File: config.mk
export PLATFORM = sky130hd
export DESIGN_NAME = step_timing_monitor_flat
export DESIGN_NICKNAME = d
export VERILOG_FILES = /design/src/stm_pkg.sv /design/src/stm_if.sv /design/src/stm_ram.sv /design/src/stm_sched.sv /design/src/stm_stats.sv /design/src/step_timing_monitor.sv /design/src/flat_wrapper.sv
export SDC_FILE = /design/constraint.sdc
export NUM_CORES = 2
export LEC_CHECK = 0
export ABC_AREA = 1
export BUFFER_PORTS_ARGS = -buffer_cell sky130_fd_sc_hd__buf_4
export CAP_MARGIN = 25
export CORE_MARGIN = 4
export CORE_UTILIZATION = 60
export CTS_BUF_LIST = sky130_fd_sc_hd__clkbuf_16
export DETAILED_ROUTE_END_ITERATION = 10
export GPL_TIMING_DRIVEN = 0
export PLACE_DENSITY_LB_ADDON = 0.05
export SLEW_MARGIN = 40
export SYNTH_ARGS = -nofsm -noshare
export SYNTH_HDL_FRONTEND = slang
export SYNTH_SLANG_ARGS = --single-unit
File: constraint.sdc
create_clock -name i_clk -period 57.3 [get_ports i_clk]
set_clock_uncertainty 0.2 [all_clocks]
set_input_delay 14.325 -clock i_clk [delete_from_list [all_inputs] [get_ports i_clk]]
set_output_delay 14.325 -clock i_clk [all_outputs]
set_load 0.03 [all_outputs]
File: src/stm_pkg.sv
// ----------------------------------------------------------------------------
// stm_pkg
// Shared widths, mode codes, histogram edges and pipeline structs for the
// step timing monitor.
// ----------------------------------------------------------------------------
package stm_pkg;

    localparam int STAT_W      = 32;
    localparam int CNT_W       = 16;
    localparam int PER_W       = 17;
    localparam int MODE_W      = 3;
    localparam int NUM_BUCKETS = 8;
    localparam int BKT_W       = $clog2(NUM_BUCKETS);
    localparam int NUM_EDGES   = NUM_BUCKETS - 1;
    localparam int PROD_W      = STAT_W + PER_W;

    localparam logic [PER_W-1:0] PERIOD_RESET = PER_W'(10000);

    localparam logic [MODE_W-1:0] MODE_TICK  = 3'd0;
    localparam logic [MODE_W-1:0] MODE_POLL  = 3'd1;
    localparam logic [MODE_W-1:0] MODE_DONE  = 3'd2;
    localparam logic [MODE_W-1:0] MODE_CLEAR = 3'd3;
    localparam logic [MODE_W-1:0] MODE_READ  = 3'd4;

    localparam logic [STAT_W-1:0] BKT_EDGE [NUM_EDGES] = '{
        STAT_W'(100), STAT_W'(250), STAT_W'(500), STAT_W'(1000),
        STAT_W'(2000), STAT_W'(4000), STAT_W'(8000)
    };

    // first bucket whose upper edge holds the value, last bucket otherwise
    function automatic logic [BKT_W-1:0] bucket_of(input logic [STAT_W-1:0] v);
        logic [BKT_W-1:0] b;
        b = BKT_W'(NUM_BUCKETS - 1);
        for (int i = NUM_EDGES - 1; i >= 0; i--) begin
            if (v <= BKT_EDGE[i]) begin
                b = BKT_W'(i);
            end
        end
        return b;
    endfunction

    typedef struct packed {
        logic              valid;
        logic [MODE_W-1:0] mode;
        logic [CNT_W-1:0]  cnt;
        logic [CNT_W-1:0]  sub_cnt;
        logic [STAT_W-1:0] prod;
        logic              due;
        logic [STAT_W-1:0] overrun;
        logic [BKT_W-1:0]  bidx;
    } t_s2;

    typedef struct packed {
        logic              step_due;
        logic [STAT_W-1:0] overrun_total;
        logic [STAT_W-1:0] step_time;
        logic [STAT_W-1:0] lateness;
        logic [STAT_W-1:0] step_min;
        logic [STAT_W-1:0] step_max;
        logic [STAT_W-1:0] lat_min;
        logic [STAT_W-1:0] lat_max;
        logic [STAT_W-1:0] sample_count;
        logic [STAT_W-1:0] step_sum;
        logic [STAT_W-1:0] lat_sum;
        logic [STAT_W-1:0] bucket_value;
    } t_res;

endpackage

File: src/stm_if.sv
// ----------------------------------------------------------------------------
// stm_if
// Valid/ready channel interfaces for event input and result output.
// ----------------------------------------------------------------------------
interface stm_in_if;
    logic                              valid;
    logic                              ready;
    logic [stm_pkg::MODE_W-1:0]        mode;
    logic [stm_pkg::CNT_W-1:0]         timer_count;
    logic [stm_pkg::BKT_W-1:0]         bucket_index;

    modport source (output valid, mode, timer_count, bucket_index, input ready);
    modport sink   (input valid, mode, timer_count, bucket_index, output ready);
endinterface

interface stm_out_if;
    logic                              valid;
    logic                              ready;
    logic                              step_due;
    logic [stm_pkg::STAT_W-1:0]        overrun_total;
    logic [stm_pkg::STAT_W-1:0]        step_time;
    logic [stm_pkg::STAT_W-1:0]        lateness;
    logic [stm_pkg::STAT_W-1:0]        step_min;
    logic [stm_pkg::STAT_W-1:0]        step_max;
    logic [stm_pkg::STAT_W-1:0]        lat_min;
    logic [stm_pkg::STAT_W-1:0]        lat_max;
    logic [stm_pkg::STAT_W-1:0]        sample_count;
    logic [stm_pkg::STAT_W-1:0]        step_sum;
    logic [stm_pkg::STAT_W-1:0]        lat_sum;
    logic [stm_pkg::STAT_W-1:0]        bucket_value;

    modport source (
        output valid, step_due, overrun_total, step_time, lateness, step_min,
               step_max, lat_min, lat_max, sample_count, step_sum, lat_sum,
               bucket_value,
        input  ready
    );
    modport sink (
        input  valid, step_due, overrun_total, step_time, lateness, step_min,
               step_max, lat_min, lat_max, sample_count, step_sum, lat_sum,
               bucket_value,
        output ready
    );
endinterface

File: src/stm_ram.sv
// ----------------------------------------------------------------------------
// stm_ram
// Generic single write port, single read port RAM with registered read.
// ----------------------------------------------------------------------------
module stm_ram #(
    parameter int WIDTH = 32,
    parameter int DEPTH = 8
) (
    input  logic                                     i_clk,
    input  logic                                     i_we,
    input  logic [(DEPTH > 1 ? $clog2(DEPTH) : 1)-1:0] i_waddr,
    input  logic [WIDTH-1:0]                         i_wdata,
    input  logic                                     i_re,
    input  logic [(DEPTH > 1 ? $clog2(DEPTH) : 1)-1:0] i_raddr,
    output logic [WIDTH-1:0]                         o_rdata
);

    logic [WIDTH-1:0] r_mem [DEPTH];
    logic [WIDTH-1:0] r_rdata;

    always_ff @(posedge i_clk) begin
        if (i_we) begin
            r_mem[i_waddr] <= i_wdata;
        end
        if (i_re) begin
            r_rdata <= r_mem[i_raddr];
        end
    end

    assign o_rdata = r_rdata;

endmodule

File: src/stm_sched.sv
// ----------------------------------------------------------------------------
// stm_sched
// Tick bookkeeping stage: tick count, serviced tick, step start and overrun
// total, plus the period multiply for lateness and step duration.
// ----------------------------------------------------------------------------
module stm_sched (
    input  logic                        i_clk,
    input  logic                        i_rst_n,
    input  logic                        i_adv,
    input  logic                        i_acc,
    input  logic [stm_pkg::MODE_W-1:0]  i_mode,
    input  logic [stm_pkg::CNT_W-1:0]   i_cnt,
    input  logic [stm_pkg::BKT_W-1:0]   i_bidx,
    input  logic [stm_pkg::PER_W-1:0]   i_period,
    output stm_pkg::t_s2                o_s2
);

    logic [stm_pkg::STAT_W-1:0] r_tick, n_tick;
    logic [stm_pkg::STAT_W-1:0] r_serv, n_serv;
    logic [stm_pkg::STAT_W-1:0] r_stick, n_stick;
    logic [stm_pkg::CNT_W-1:0]  r_scnt, n_scnt;
    logic [stm_pkg::STAT_W-1:0] r_over, n_over;
    stm_pkg::t_s2               r_s2, n_s2;

    logic                       due;
    logic [stm_pkg::STAT_W-1:0] skipped;
    logic [stm_pkg::STAT_W-1:0] span;
    logic [stm_pkg::STAT_W-1:0] mult_a;
    logic [stm_pkg::PROD_W-1:0] prod;

    always_comb begin
        due     = (i_mode == stm_pkg::MODE_POLL) && (r_tick != r_serv);
        skipped = r_tick - r_serv - stm_pkg::STAT_W'(1);
        span    = r_tick - r_stick;
        mult_a  = (i_mode == stm_pkg::MODE_POLL) ? skipped : span;
        prod    = stm_pkg::PROD_W'(mult_a) * stm_pkg::PROD_W'(i_period);

        n_tick  = r_tick;
        n_serv  = r_serv;
        n_stick = r_stick;
        n_scnt  = r_scnt;
        n_over  = r_over;
        case (i_mode)
            stm_pkg::MODE_TICK: begin
                n_tick = r_tick + stm_pkg::STAT_W'(1);
            end
            stm_pkg::MODE_POLL: begin
                if (due) begin
                    n_over  = r_over + skipped;
                    n_serv  = r_tick;
                    n_stick = r_tick;
                    n_scnt  = i_cnt;
                end
            end
            stm_pkg::MODE_CLEAR: begin
                n_over = '0;
            end
            default: begin
            end
        endcase

        n_s2.valid   = i_acc;
        n_s2.mode    = i_mode;
        n_s2.cnt     = i_cnt;
        n_s2.sub_cnt = (i_mode == stm_pkg::MODE_DONE) ? r_scnt : '0;
        n_s2.prod    = prod[stm_pkg::STAT_W-1:0];
        n_s2.due     = due;
        n_s2.overrun = n_over;
        n_s2.bidx    = i_bidx;
    end

    always_ff @(posedge i_clk) begin
        if (!i_rst_n) begin
            r_tick  <= '0;
            r_serv  <= '0;
            r_stick <= '0;
            r_scnt  <= '0;
            r_over  <= '0;
            r_s2.valid <= 1'b0;
        end else begin
            if (i_acc) begin
                r_tick  <= n_tick;
                r_serv  <= n_serv;
                r_stick <= n_stick;
                r_scnt  <= n_scnt;
                r_over  <= n_over;
            end
            if (i_adv) begin
                r_s2 <= n_s2;
            end
        end
    end

    assign o_s2 = r_s2;

endmodule

File: src/stm_stats.sv
// ----------------------------------------------------------------------------
// stm_stats
// Duration and lateness statistics with the histogram held in RAM:
// bucket lookup and read, read-modify-write with forwarding, result stage.
// ----------------------------------------------------------------------------
module stm_stats (
    input  logic           i_clk,
    input  logic           i_rst_n,
    input  logic           i_adv,
    input  stm_pkg::t_s2   i_s2,
    output logic           o_valid,
    output stm_pkg::t_res  o_res
);

    // stage 3 item
    logic                        r3_valid;
    logic [stm_pkg::MODE_W-1:0]  r3_mode;
    logic [stm_pkg::STAT_W-1:0]  r3_val;
    logic [stm_pkg::BKT_W-1:0]   r3_bkt;
    logic                        r3_due;
    logic [stm_pkg::STAT_W-1:0]  r3_over;
    logic [stm_pkg::BKT_W-1:0]   r3_bidx;

    // statistics state
    logic [stm_pkg::STAT_W-1:0]  r_late, n_late;
    logic [stm_pkg::STAT_W-1:0]  r_last, n_last;
    logic [stm_pkg::STAT_W-1:0]  r_mm [4];
    logic [stm_pkg::STAT_W-1:0]  n_mm [4];
    logic [stm_pkg::STAT_W-1:0]  r_samp, n_samp;
    logic [stm_pkg::STAT_W-1:0]  r_ssum, n_ssum;
    logic [stm_pkg::STAT_W-1:0]  r_lsum, n_lsum;
    logic [stm_pkg::NUM_BUCKETS-1:0] r_hv, n_hv;

    // last histogram write, for forwarding
    logic                        r_fwe;
    logic [stm_pkg::BKT_W-1:0]   r_fwa;
    logic [stm_pkg::STAT_W-1:0]  r_fwd;

    // result stage
    logic                        r4_valid;
    stm_pkg::t_res               r4_res;
    logic                        r4_fwd;
    logic                        r4_hv;
    logic [stm_pkg::STAT_W-1:0]  r4_wd;

    logic [stm_pkg::STAT_W-1:0]  val2;
    logic [stm_pkg::BKT_W-1:0]   bkt2;
    logic [stm_pkg::STAT_W-1:0]  rd_upd;
    logic [stm_pkg::STAT_W-1:0]  rd_out;
    logic                        done3;
    logic                        clr3;
    logic                        poll3;
    logic [stm_pkg::STAT_W-1:0]  hbase;
    logic [stm_pkg::STAT_W-1:0]  hwd;
    logic                        hwe;
    logic                        first;

    // stage 2: duration or lateness value and its bucket
    always_comb begin
        val2 = i_s2.prod + stm_pkg::STAT_W'(i_s2.cnt) - stm_pkg::STAT_W'(i_s2.sub_cnt);
        bkt2 = stm_pkg::bucket_of(val2);
    end

    stm_ram #(
        .WIDTH (stm_pkg::STAT_W),
        .DEPTH (stm_pkg::NUM_BUCKETS)
    ) u_hist_upd (
        .i_clk   (i_clk),
        .i_we    (hwe),
        .i_waddr (r3_bkt),
        .i_wdata (hwd),
        .i_re    (i_adv),
        .i_raddr (bkt2),
        .o_rdata (rd_upd)
    );

    stm_ram #(
        .WIDTH (stm_pkg::STAT_W),
        .DEPTH (stm_pkg::NUM_BUCKETS)
    ) u_hist_out (
        .i_clk   (i_clk),
        .i_we    (hwe),
        .i_waddr (r3_bkt),
        .i_wdata (hwd),
        .i_re    (i_adv),
        .i_raddr (r3_bidx),
        .o_rdata (rd_out)
    );

    // stage 3: statistics update
    always_comb begin
        done3 = r3_valid && (r3_mode == stm_pkg::MODE_DONE);
        clr3  = r3_valid && (r3_mode == stm_pkg::MODE_CLEAR);
        poll3 = r3_valid && (r3_mode == stm_pkg::MODE_POLL) && r3_due;
        first = (r_samp == '0);

        if (r_fwe && (r_fwa == r3_bkt)) begin
            hbase = r_fwd;
        end else if (r_hv[r3_bkt]) begin
            hbase = rd_upd;
        end else begin
            hbase = '0;
        end
        hwd = hbase + stm_pkg::STAT_W'(1);
        hwe = i_adv && done3;

        n_late = r_late;
        n_last = r_last;
        n_mm   = r_mm;
        n_samp = r_samp;
        n_ssum = r_ssum;
        n_lsum = r_lsum;
        n_hv   = r_hv;

        if (poll3) begin
            n_late = r3_val;
        end
        if (done3) begin
            if (first) begin
                n_mm[0] = r3_val;
                n_mm[1] = r3_val;
                n_mm[2] = r_late;
                n_mm[3] = r_late;
            end else begin
                if (r3_val < r_mm[0]) n_mm[0] = r3_val;
                if (r3_val > r_mm[1]) n_mm[1] = r3_val;
                if (r_late < r_mm[2]) n_mm[2] = r_late;
                if (r_late > r_mm[3]) n_mm[3] = r_late;
            end
            n_last       = r3_val;
            n_ssum       = r_ssum + r3_val;
            n_lsum       = r_lsum + r_late;
            n_samp       = r_samp + stm_pkg::STAT_W'(1);
            n_hv[r3_bkt] = 1'b1;
        end
        if (clr3) begin
            for (int i = 0; i < 4; i++) begin
                n_mm[i] = '0;
            end
            n_samp = '0;
            n_ssum = '0;
            n_lsum = '0;
            n_hv   = '0;
        end
    end

    always_ff @(posedge i_clk) begin
        if (!i_rst_n) begin
            r3_valid <= 1'b0;
            r4_valid <= 1'b0;
            r_late   <= '0;
            r_last   <= '0;
            for (int i = 0; i < 4; i++) begin
                r_mm[i] <= '0;
            end
            r_samp   <= '0;
            r_ssum   <= '0;
            r_lsum   <= '0;
            r_hv     <= '0;
            r_fwe    <= 1'b0;
        end else if (i_adv) begin
            r3_valid <= i_s2.valid;
            r4_valid <= r3_valid;
            r_late   <= n_late;
            r_last   <= n_last;
            r_mm     <= n_mm;
            r_samp   <= n_samp;
            r_ssum   <= n_ssum;
            r_lsum   <= n_lsum;
            r_hv     <= n_hv;
            r_fwe    <= hwe;
        end
    end

    always_ff @(posedge i_clk) begin
        if (i_adv) begin
            r3_mode <= i_s2.mode;
            r3_val  <= val2;
            r3_bkt  <= bkt2;
            r3_due  <= i_s2.due;
            r3_over <= i_s2.overrun;
            r3_bidx <= i_s2.bidx;

            r_fwa   <= r3_bkt;
            r_fwd   <= hwd;

            r4_res.step_due      <= r3_due && (r3_mode == stm_pkg::MODE_POLL);
            r4_res.overrun_total <= r3_over;
            r4_res.step_time     <= n_last;
            r4_res.lateness      <= n_late;
            r4_res.step_min      <= n_mm[0];
            r4_res.step_max      <= n_mm[1];
            r4_res.lat_min       <= n_mm[2];
            r4_res.lat_max       <= n_mm[3];
            r4_res.sample_count  <= n_samp;
            r4_res.step_sum      <= n_ssum;
            r4_res.lat_sum       <= n_lsum;
            r4_res.bucket_value  <= '0;
            r4_fwd               <= hwe && (r3_bkt == r3_bidx);
            r4_wd                <= hwd;
            r4_hv                <= n_hv[r3_bidx];
        end
    end

    // bucket count after this item's own update
    always_comb begin
        o_res = r4_res;
        if (r4_fwd) begin
            o_res.bucket_value = r4_wd;
        end else if (r4_hv) begin
            o_res.bucket_value = rd_out;
        end else begin
            o_res.bucket_value = '0;
        end
    end

    assign o_valid = r4_valid;

    a_clear_zeroes_count: assert property (@(posedge i_clk) disable iff (!i_rst_n)
        (i_adv && clr3) |=> (r_samp == '0))
        else $error("sample count not cleared");

    a_step_min_le_max: assert property (@(posedge i_clk) disable iff (!i_rst_n)
        (r_samp != '0) |-> (r_mm[0] <= r_mm[1]))
        else $error("step min above step max");

    a_lat_min_le_max: assert property (@(posedge i_clk) disable iff (!i_rst_n)
        (r_samp != '0) |-> (r_mm[2] <= r_mm[3]))
        else $error("lateness min above lateness max");

    a_hist_write_on_done: assert property (@(posedge i_clk) disable iff (!i_rst_n)
        hwe |-> (r3_valid && (r3_mode == stm_pkg::MODE_DONE)))
        else $error("histogram written outside step done");

endmodule

File: src/step_timing_monitor.sv
// ----------------------------------------------------------------------------
// step_timing_monitor
// Run-latest step scheduler and step timing monitor.
// Pipeline: stm_sched register, stage 3, result stage. Throughput: one transfer
// per cycle unless the output stalls; the histogram read-modify-write in RAM
// forwards the previous write, so back-to-back steps into one bucket hold rate.
// Reset: synchronous; clears all statistics and tick state, period to 10000;
// histogram entries are cleared through valid bits at once, no clearing pass.
// ----------------------------------------------------------------------------
module step_timing_monitor (
    input  logic                       i_clk,
    input  logic                       i_rst_n,
    input  logic                       i_cfg_we,
    input  logic [stm_pkg::PER_W-1:0]  i_cfg_wdata,
    stm_in_if.sink                     i_in,
    stm_out_if.source                  o_out
);

    logic [stm_pkg::PER_W-1:0] r_period;
    logic                      adv;
    logic                      acc;
    logic                      res_valid;
    stm_pkg::t_s2              s2;
    stm_pkg::t_res             res;

    always_ff @(posedge i_clk) begin
        if (!i_rst_n) begin
            r_period <= stm_pkg::PERIOD_RESET;
        end else if (i_cfg_we) begin
            r_period <= i_cfg_wdata;
        end
    end

    // the whole pipe moves unless a result is held back
    assign adv        = !res_valid || o_out.ready;
    assign acc        = i_in.valid && adv;
    assign i_in.ready = adv;

    stm_sched u_sched (
        .i_clk    (i_clk),
        .i_rst_n  (i_rst_n),
        .i_adv    (adv),
        .i_acc    (acc),
        .i_mode   (i_in.mode),
        .i_cnt    (i_in.timer_count),
        .i_bidx   (i_in.bucket_index),
        .i_period (r_period),
        .o_s2     (s2)
    );

    stm_stats u_stats (
        .i_clk   (i_clk),
        .i_rst_n (i_rst_n),
        .i_adv   (adv),
        .i_s2    (s2),
        .o_valid (res_valid),
        .o_res   (res)
    );

    assign o_out.valid         = res_valid;
    assign o_out.step_due      = res.step_due;
    assign o_out.overrun_total = res.overrun_total;
    assign o_out.step_time     = res.step_time;
    assign o_out.lateness      = res.lateness;
    assign o_out.step_min      = res.step_min;
    assign o_out.step_max      = res.step_max;
    assign o_out.lat_min       = res.lat_min;
    assign o_out.lat_max       = res.lat_max;
    assign o_out.sample_count  = res.sample_count;
    assign o_out.step_sum      = res.step_sum;
    assign o_out.lat_sum       = res.lat_sum;
    assign o_out.bucket_value  = res.bucket_value;

endmodule

File: src/flat_wrapper.sv
// flat-port wrapper written by rule: the top's interface ports become plain ports
module step_timing_monitor_flat 
  (i_clk, i_rst_n, i_cfg_we, i_cfg_wdata, i_in_valid, i_in_mode, i_in_timer_count, i_in_bucket_index, i_in_ready, o_out_valid, o_out_step_due, o_out_overrun_total, o_out_step_time, o_out_lateness, o_out_step_min, o_out_step_max, o_out_lat_min, o_out_lat_max, o_out_sample_count, o_out_step_sum, o_out_lat_sum, o_out_bucket_value, o_out_ready);
  stm_in_if i_in_i ();
  stm_out_if o_out_i ();
  input  logic i_clk;
  input  logic i_rst_n;
  input  logic i_cfg_we;
  input  logic [stm_pkg::PER_W-1:0] i_cfg_wdata;
  input wire logic [$bits(i_in_i.valid)-1:0] i_in_valid;
  input wire logic [$bits(i_in_i.mode)-1:0] i_in_mode;
  input wire logic [$bits(i_in_i.timer_count)-1:0] i_in_timer_count;
  input wire logic [$bits(i_in_i.bucket_index)-1:0] i_in_bucket_index;
  output wire logic [$bits(i_in_i.ready)-1:0] i_in_ready;
  output wire logic [$bits(o_out_i.valid)-1:0] o_out_valid;
  output wire logic [$bits(o_out_i.step_due)-1:0] o_out_step_due;
  output wire logic [$bits(o_out_i.overrun_total)-1:0] o_out_overrun_total;
  output wire logic [$bits(o_out_i.step_time)-1:0] o_out_step_time;
  output wire logic [$bits(o_out_i.lateness)-1:0] o_out_lateness;
  output wire logic [$bits(o_out_i.step_min)-1:0] o_out_step_min;
  output wire logic [$bits(o_out_i.step_max)-1:0] o_out_step_max;
  output wire logic [$bits(o_out_i.lat_min)-1:0] o_out_lat_min;
  output wire logic [$bits(o_out_i.lat_max)-1:0] o_out_lat_max;
  output wire logic [$bits(o_out_i.sample_count)-1:0] o_out_sample_count;
  output wire logic [$bits(o_out_i.step_sum)-1:0] o_out_step_sum;
  output wire logic [$bits(o_out_i.lat_sum)-1:0] o_out_lat_sum;
  output wire logic [$bits(o_out_i.bucket_value)-1:0] o_out_bucket_value;
  input wire logic [$bits(o_out_i.ready)-1:0] o_out_ready;
  assign i_in_i.valid = i_in_valid;
  assign i_in_i.mode = i_in_mode;
  assign i_in_i.timer_count = i_in_timer_count;
  assign i_in_i.bucket_index = i_in_bucket_index;
  assign i_in_ready = i_in_i.ready;
  assign o_out_valid = o_out_i.valid;
  assign o_out_step_due = o_out_i.step_due;
  assign o_out_overrun_total = o_out_i.overrun_total;
  assign o_out_step_time = o_out_i.step_time;
  assign o_out_lateness = o_out_i.lateness;
  assign o_out_step_min = o_out_i.step_min;
  assign o_out_step_max = o_out_i.step_max;
  assign o_out_lat_min = o_out_i.lat_min;
  assign o_out_lat_max = o_out_i.lat_max;
  assign o_out_sample_count = o_out_i.sample_count;
  assign o_out_step_sum = o_out_i.step_sum;
  assign o_out_lat_sum = o_out_i.lat_sum;
  assign o_out_bucket_value = o_out_i.bucket_value;
  assign o_out_i.ready = o_out_ready;
  step_timing_monitor u_core (.i_clk(i_clk), .i_rst_n(i_rst_n), .i_cfg_we(i_cfg_we), .i_cfg_wdata(i_cfg_wdata), .i_in(i_in_i), .o_out(o_out_i));
endmodule
==> out/metrics.cfg <==
[clock_network]
root_buffer=clkbuf_16
cts_buffers=136
clkLatencyLatePin_ps=800
clk_pin_slew_ps=60
cts_tree=built
post_cts_resized=0
clock-sinks=1284
clk_path_buf_depth=3
htree_levels=4
cts_hold_buffers=0
post_cts_buffers=0

[synthesis]
synth_mux_area_frac=0.004327
synthFlopType=edfxtp_1
synth_compound_area_frac=0.1383
syn_area_um2=78070
ys_types=73
netlist_instances=9022
synth_common_cells=nand2_1, inv_1, edfxtp_1
synth_edf_count=855
syn_avg_cell_area_um2=8.653
synthAdderAreaFrac=0.1437
synth.most_common_cell=nand2_1
synthXorXnorAreaFrac=0.01939
ys_seq_area_frac=0.4389
async_reset_ff_frac=0
synthTopCellsByArea=edfxtp_1, dfxtp_1, fa_1, nand2_1, inv_1
ys.warnings.count=0
synthSimpleGateAreaFrac=0.1609
ys_ff_latch=1284
synth_top_family_by_area=simple AND/OR/NAND/NOR gates
synth_top_area_frac=0.3289
yosys.area.top_type=edfxtp_1
synth_nets=9759

[global_route]
grt_max_degree=50
grt_pass1_vias=65404
grt_pass1_wl_mm=392.1
grt-ovfl-total=0
antenna_found_initial=9
grtUsageTotal=0.3804

[die]
dieArea_um2=136000
floorplan.initialDensity=0.6037
core_um2=129300
fp.dieW_um=368.7
die_h_um=368.7
rows=132
ios=399

[final_layout]
drive_above_1_share=0.09379
final_area_um2=88800
area_growth_pct=13.74
layout.nets=10334
register_area_um2=34260
instances_no_fill=11457
fill_cells=10411
multi_input_area_um2=36630

[power]
p_clk_frac=0.174
p_seq_frac=0.249
peakVddDrop_uv=224.4
leakage_uw=0.04051
internal_power_uw=2800
switchingPower_uw=2363
power_density_nw_per_um2=58.15
swShare=0.4577
p_comb_frac=0.577
power.total_uw=5163

[routing]
finalWirelength_mm=263.9
vias=68259
routed_via_density=5.958
first_pass_iters=9
ant_nets=0
wl_per_cell_um=23.03
drt_iter0_drc=8944
drc=0

[placed_design]
place_area_um2=84160
gp_congestion=0.9928
portBuffers=397
place_inst=11199
dpl.hpwl_mm=202.4

[worst_setup_path]
setup.worst_path.start=o_out_ready
path_class=in -> out
crit_arrival_ps=16980
r2r_setup_slack_ps=46460
crit_fanout=49
rr_startpoint=u_core.u_sched.r_tick[0]
r2r_end=u_core.u_sched.o_s2[67]
end_kind=output pin
reg2regPathDepth=44
start_kind=input port
crit_end=i_in_ready
required_ps=42780

[run]
cap_violations=0

[timing]
worst_pin_slew_ps=993.2
rsz0062_at_grt=false
fmax_mhz=31.74
hold_ws_ps=212.9
max_slew_margin=0.3379
finalSetupViolations=0
finalHoldViolations=0
period_needed_ps=31510
fin_crit_sh=0.5499
slew_violations=0
fin_tns_setup_ps=0

[hold_path]
holdCritPathClass=reg -> reg

[status]
status=complete, no violations

## cell families after synthesis
group           count (synthesis)
compound gates               1971
simple gates                 2947
flops                        1284
buf+inv                      1925
xor+xnor                      172
fa+ha+maj                     693
mux                            30
## stage by stage
step                setup slack [ps]    util
CTS                            25870  0.6858
finish                         25790  0.6867
global route                   25680  0.6866
detailed placement             25920  0.6508
floorplan                      14240       -
global placement                6831  0.6436
## cell type report
| cell class | count | share of cell area |
|---|---|---|
| Inverter | 1533 | 0.06484 |
| Clock buffer | 139 | 0.03917 |
| Multi-Input combinational cell | 5813 | 0.4125 |
| Sequential cell | 1284 | 0.3858 |
| Clock inverter | 115 | 0.01177 |
| Buffer | 392 | 0.01878 |
| Antenna cell | 2 | 0.00005636 |
| Tap cell | 1742 | 0.02455 |
| Timing Repair Buffer | 437 | 0.04252 |
## how the worst min path moves through the flow
stage	cells after the start	from	to	slack, ps
after floorplan	0	u_core.u_stats.r3_over[0]	u_core.u_stats.o_res[320]	200
after global placement	0	u_core.u_sched.o_s2[2]	u_core.u_stats.r3_bidx[2]	200
after detailed placement	0	u_core.u_stats.r3_over[16]	u_core.u_stats.o_res[336]	200
after CTS	0	u_core.u_stats.r3_over[16]	u_core.u_stats.o_res[336]	220
after global routing	0	u_core.u_sched.o_s2[21]	u_core.u_stats.r3_over[18]	220
final	0	u_core.u_sched.o_s2[100]	u_core.u_stats.r3_mode[0]	210
## flip-flops by register name, summed over array words and instances, names as in the netlist, 104 cells and up
name	count
u_core.u_sched.o_s2	104
u_core.u_stats.o_res	321
u_core.u_stats.r_mm	128
u_core.u_stats.u_hist_upd.r_mem	224
## layer usage
metal | track usage | up-vias | wire (um)
li1 | - | 31011 | -
met1 | 0.5116 | 32095 | 102400
met2 | 0.5846 | 4287 | 115100
met3 | 0.08752 | 858 | 31230
met4 | 0.1855 | 8 | 15040
met5 | 0 | - | 50
## layout by cell type, fill, tap and decap left out, drive strengths merged, types with 71 or more instances in the layout
| master | n |
|---|---|
| a21oi | 745 |
| ha | 354 |
| xor2 | 110 |
| nand2 | 1581 |
| dfxtp | 429 |
| nand3 | 429 |
| inv | 1563 |
| nor2 | 630 |
| clkbuf | 448 |
| nand4 | 76 |
| nor3 | 102 |
| edfxtp | 855 |
| a211oi | 112 |
| fa | 339 |
| o21ai | 865 |
| nand3b | 71 |
| buf | 520 |
| o21bai | 71 |
## power by group through the flow
stage          Sequential, uW  Combinational, uW  Clock (uW)
2_1_floorplan            1290               2110           0
3_3_place_gp             1310               2850           0
3_5_place_dp             1300               2930           0
4_1_cts                  1280               2950         902
5_1_grt                  1290               3350         943
6_report                 1290               2980         899
## worst max-delay path, cell delays in order
cell	delay (ps)
buf_4	120
nor2_2	130
inv_2	230
clkbuf_1	560
clkbuf_4	480
buf_12	270
buf_12	290
buf_12	280
buf_4	210
Note: power is estimated with default switching activity, not from simulation.
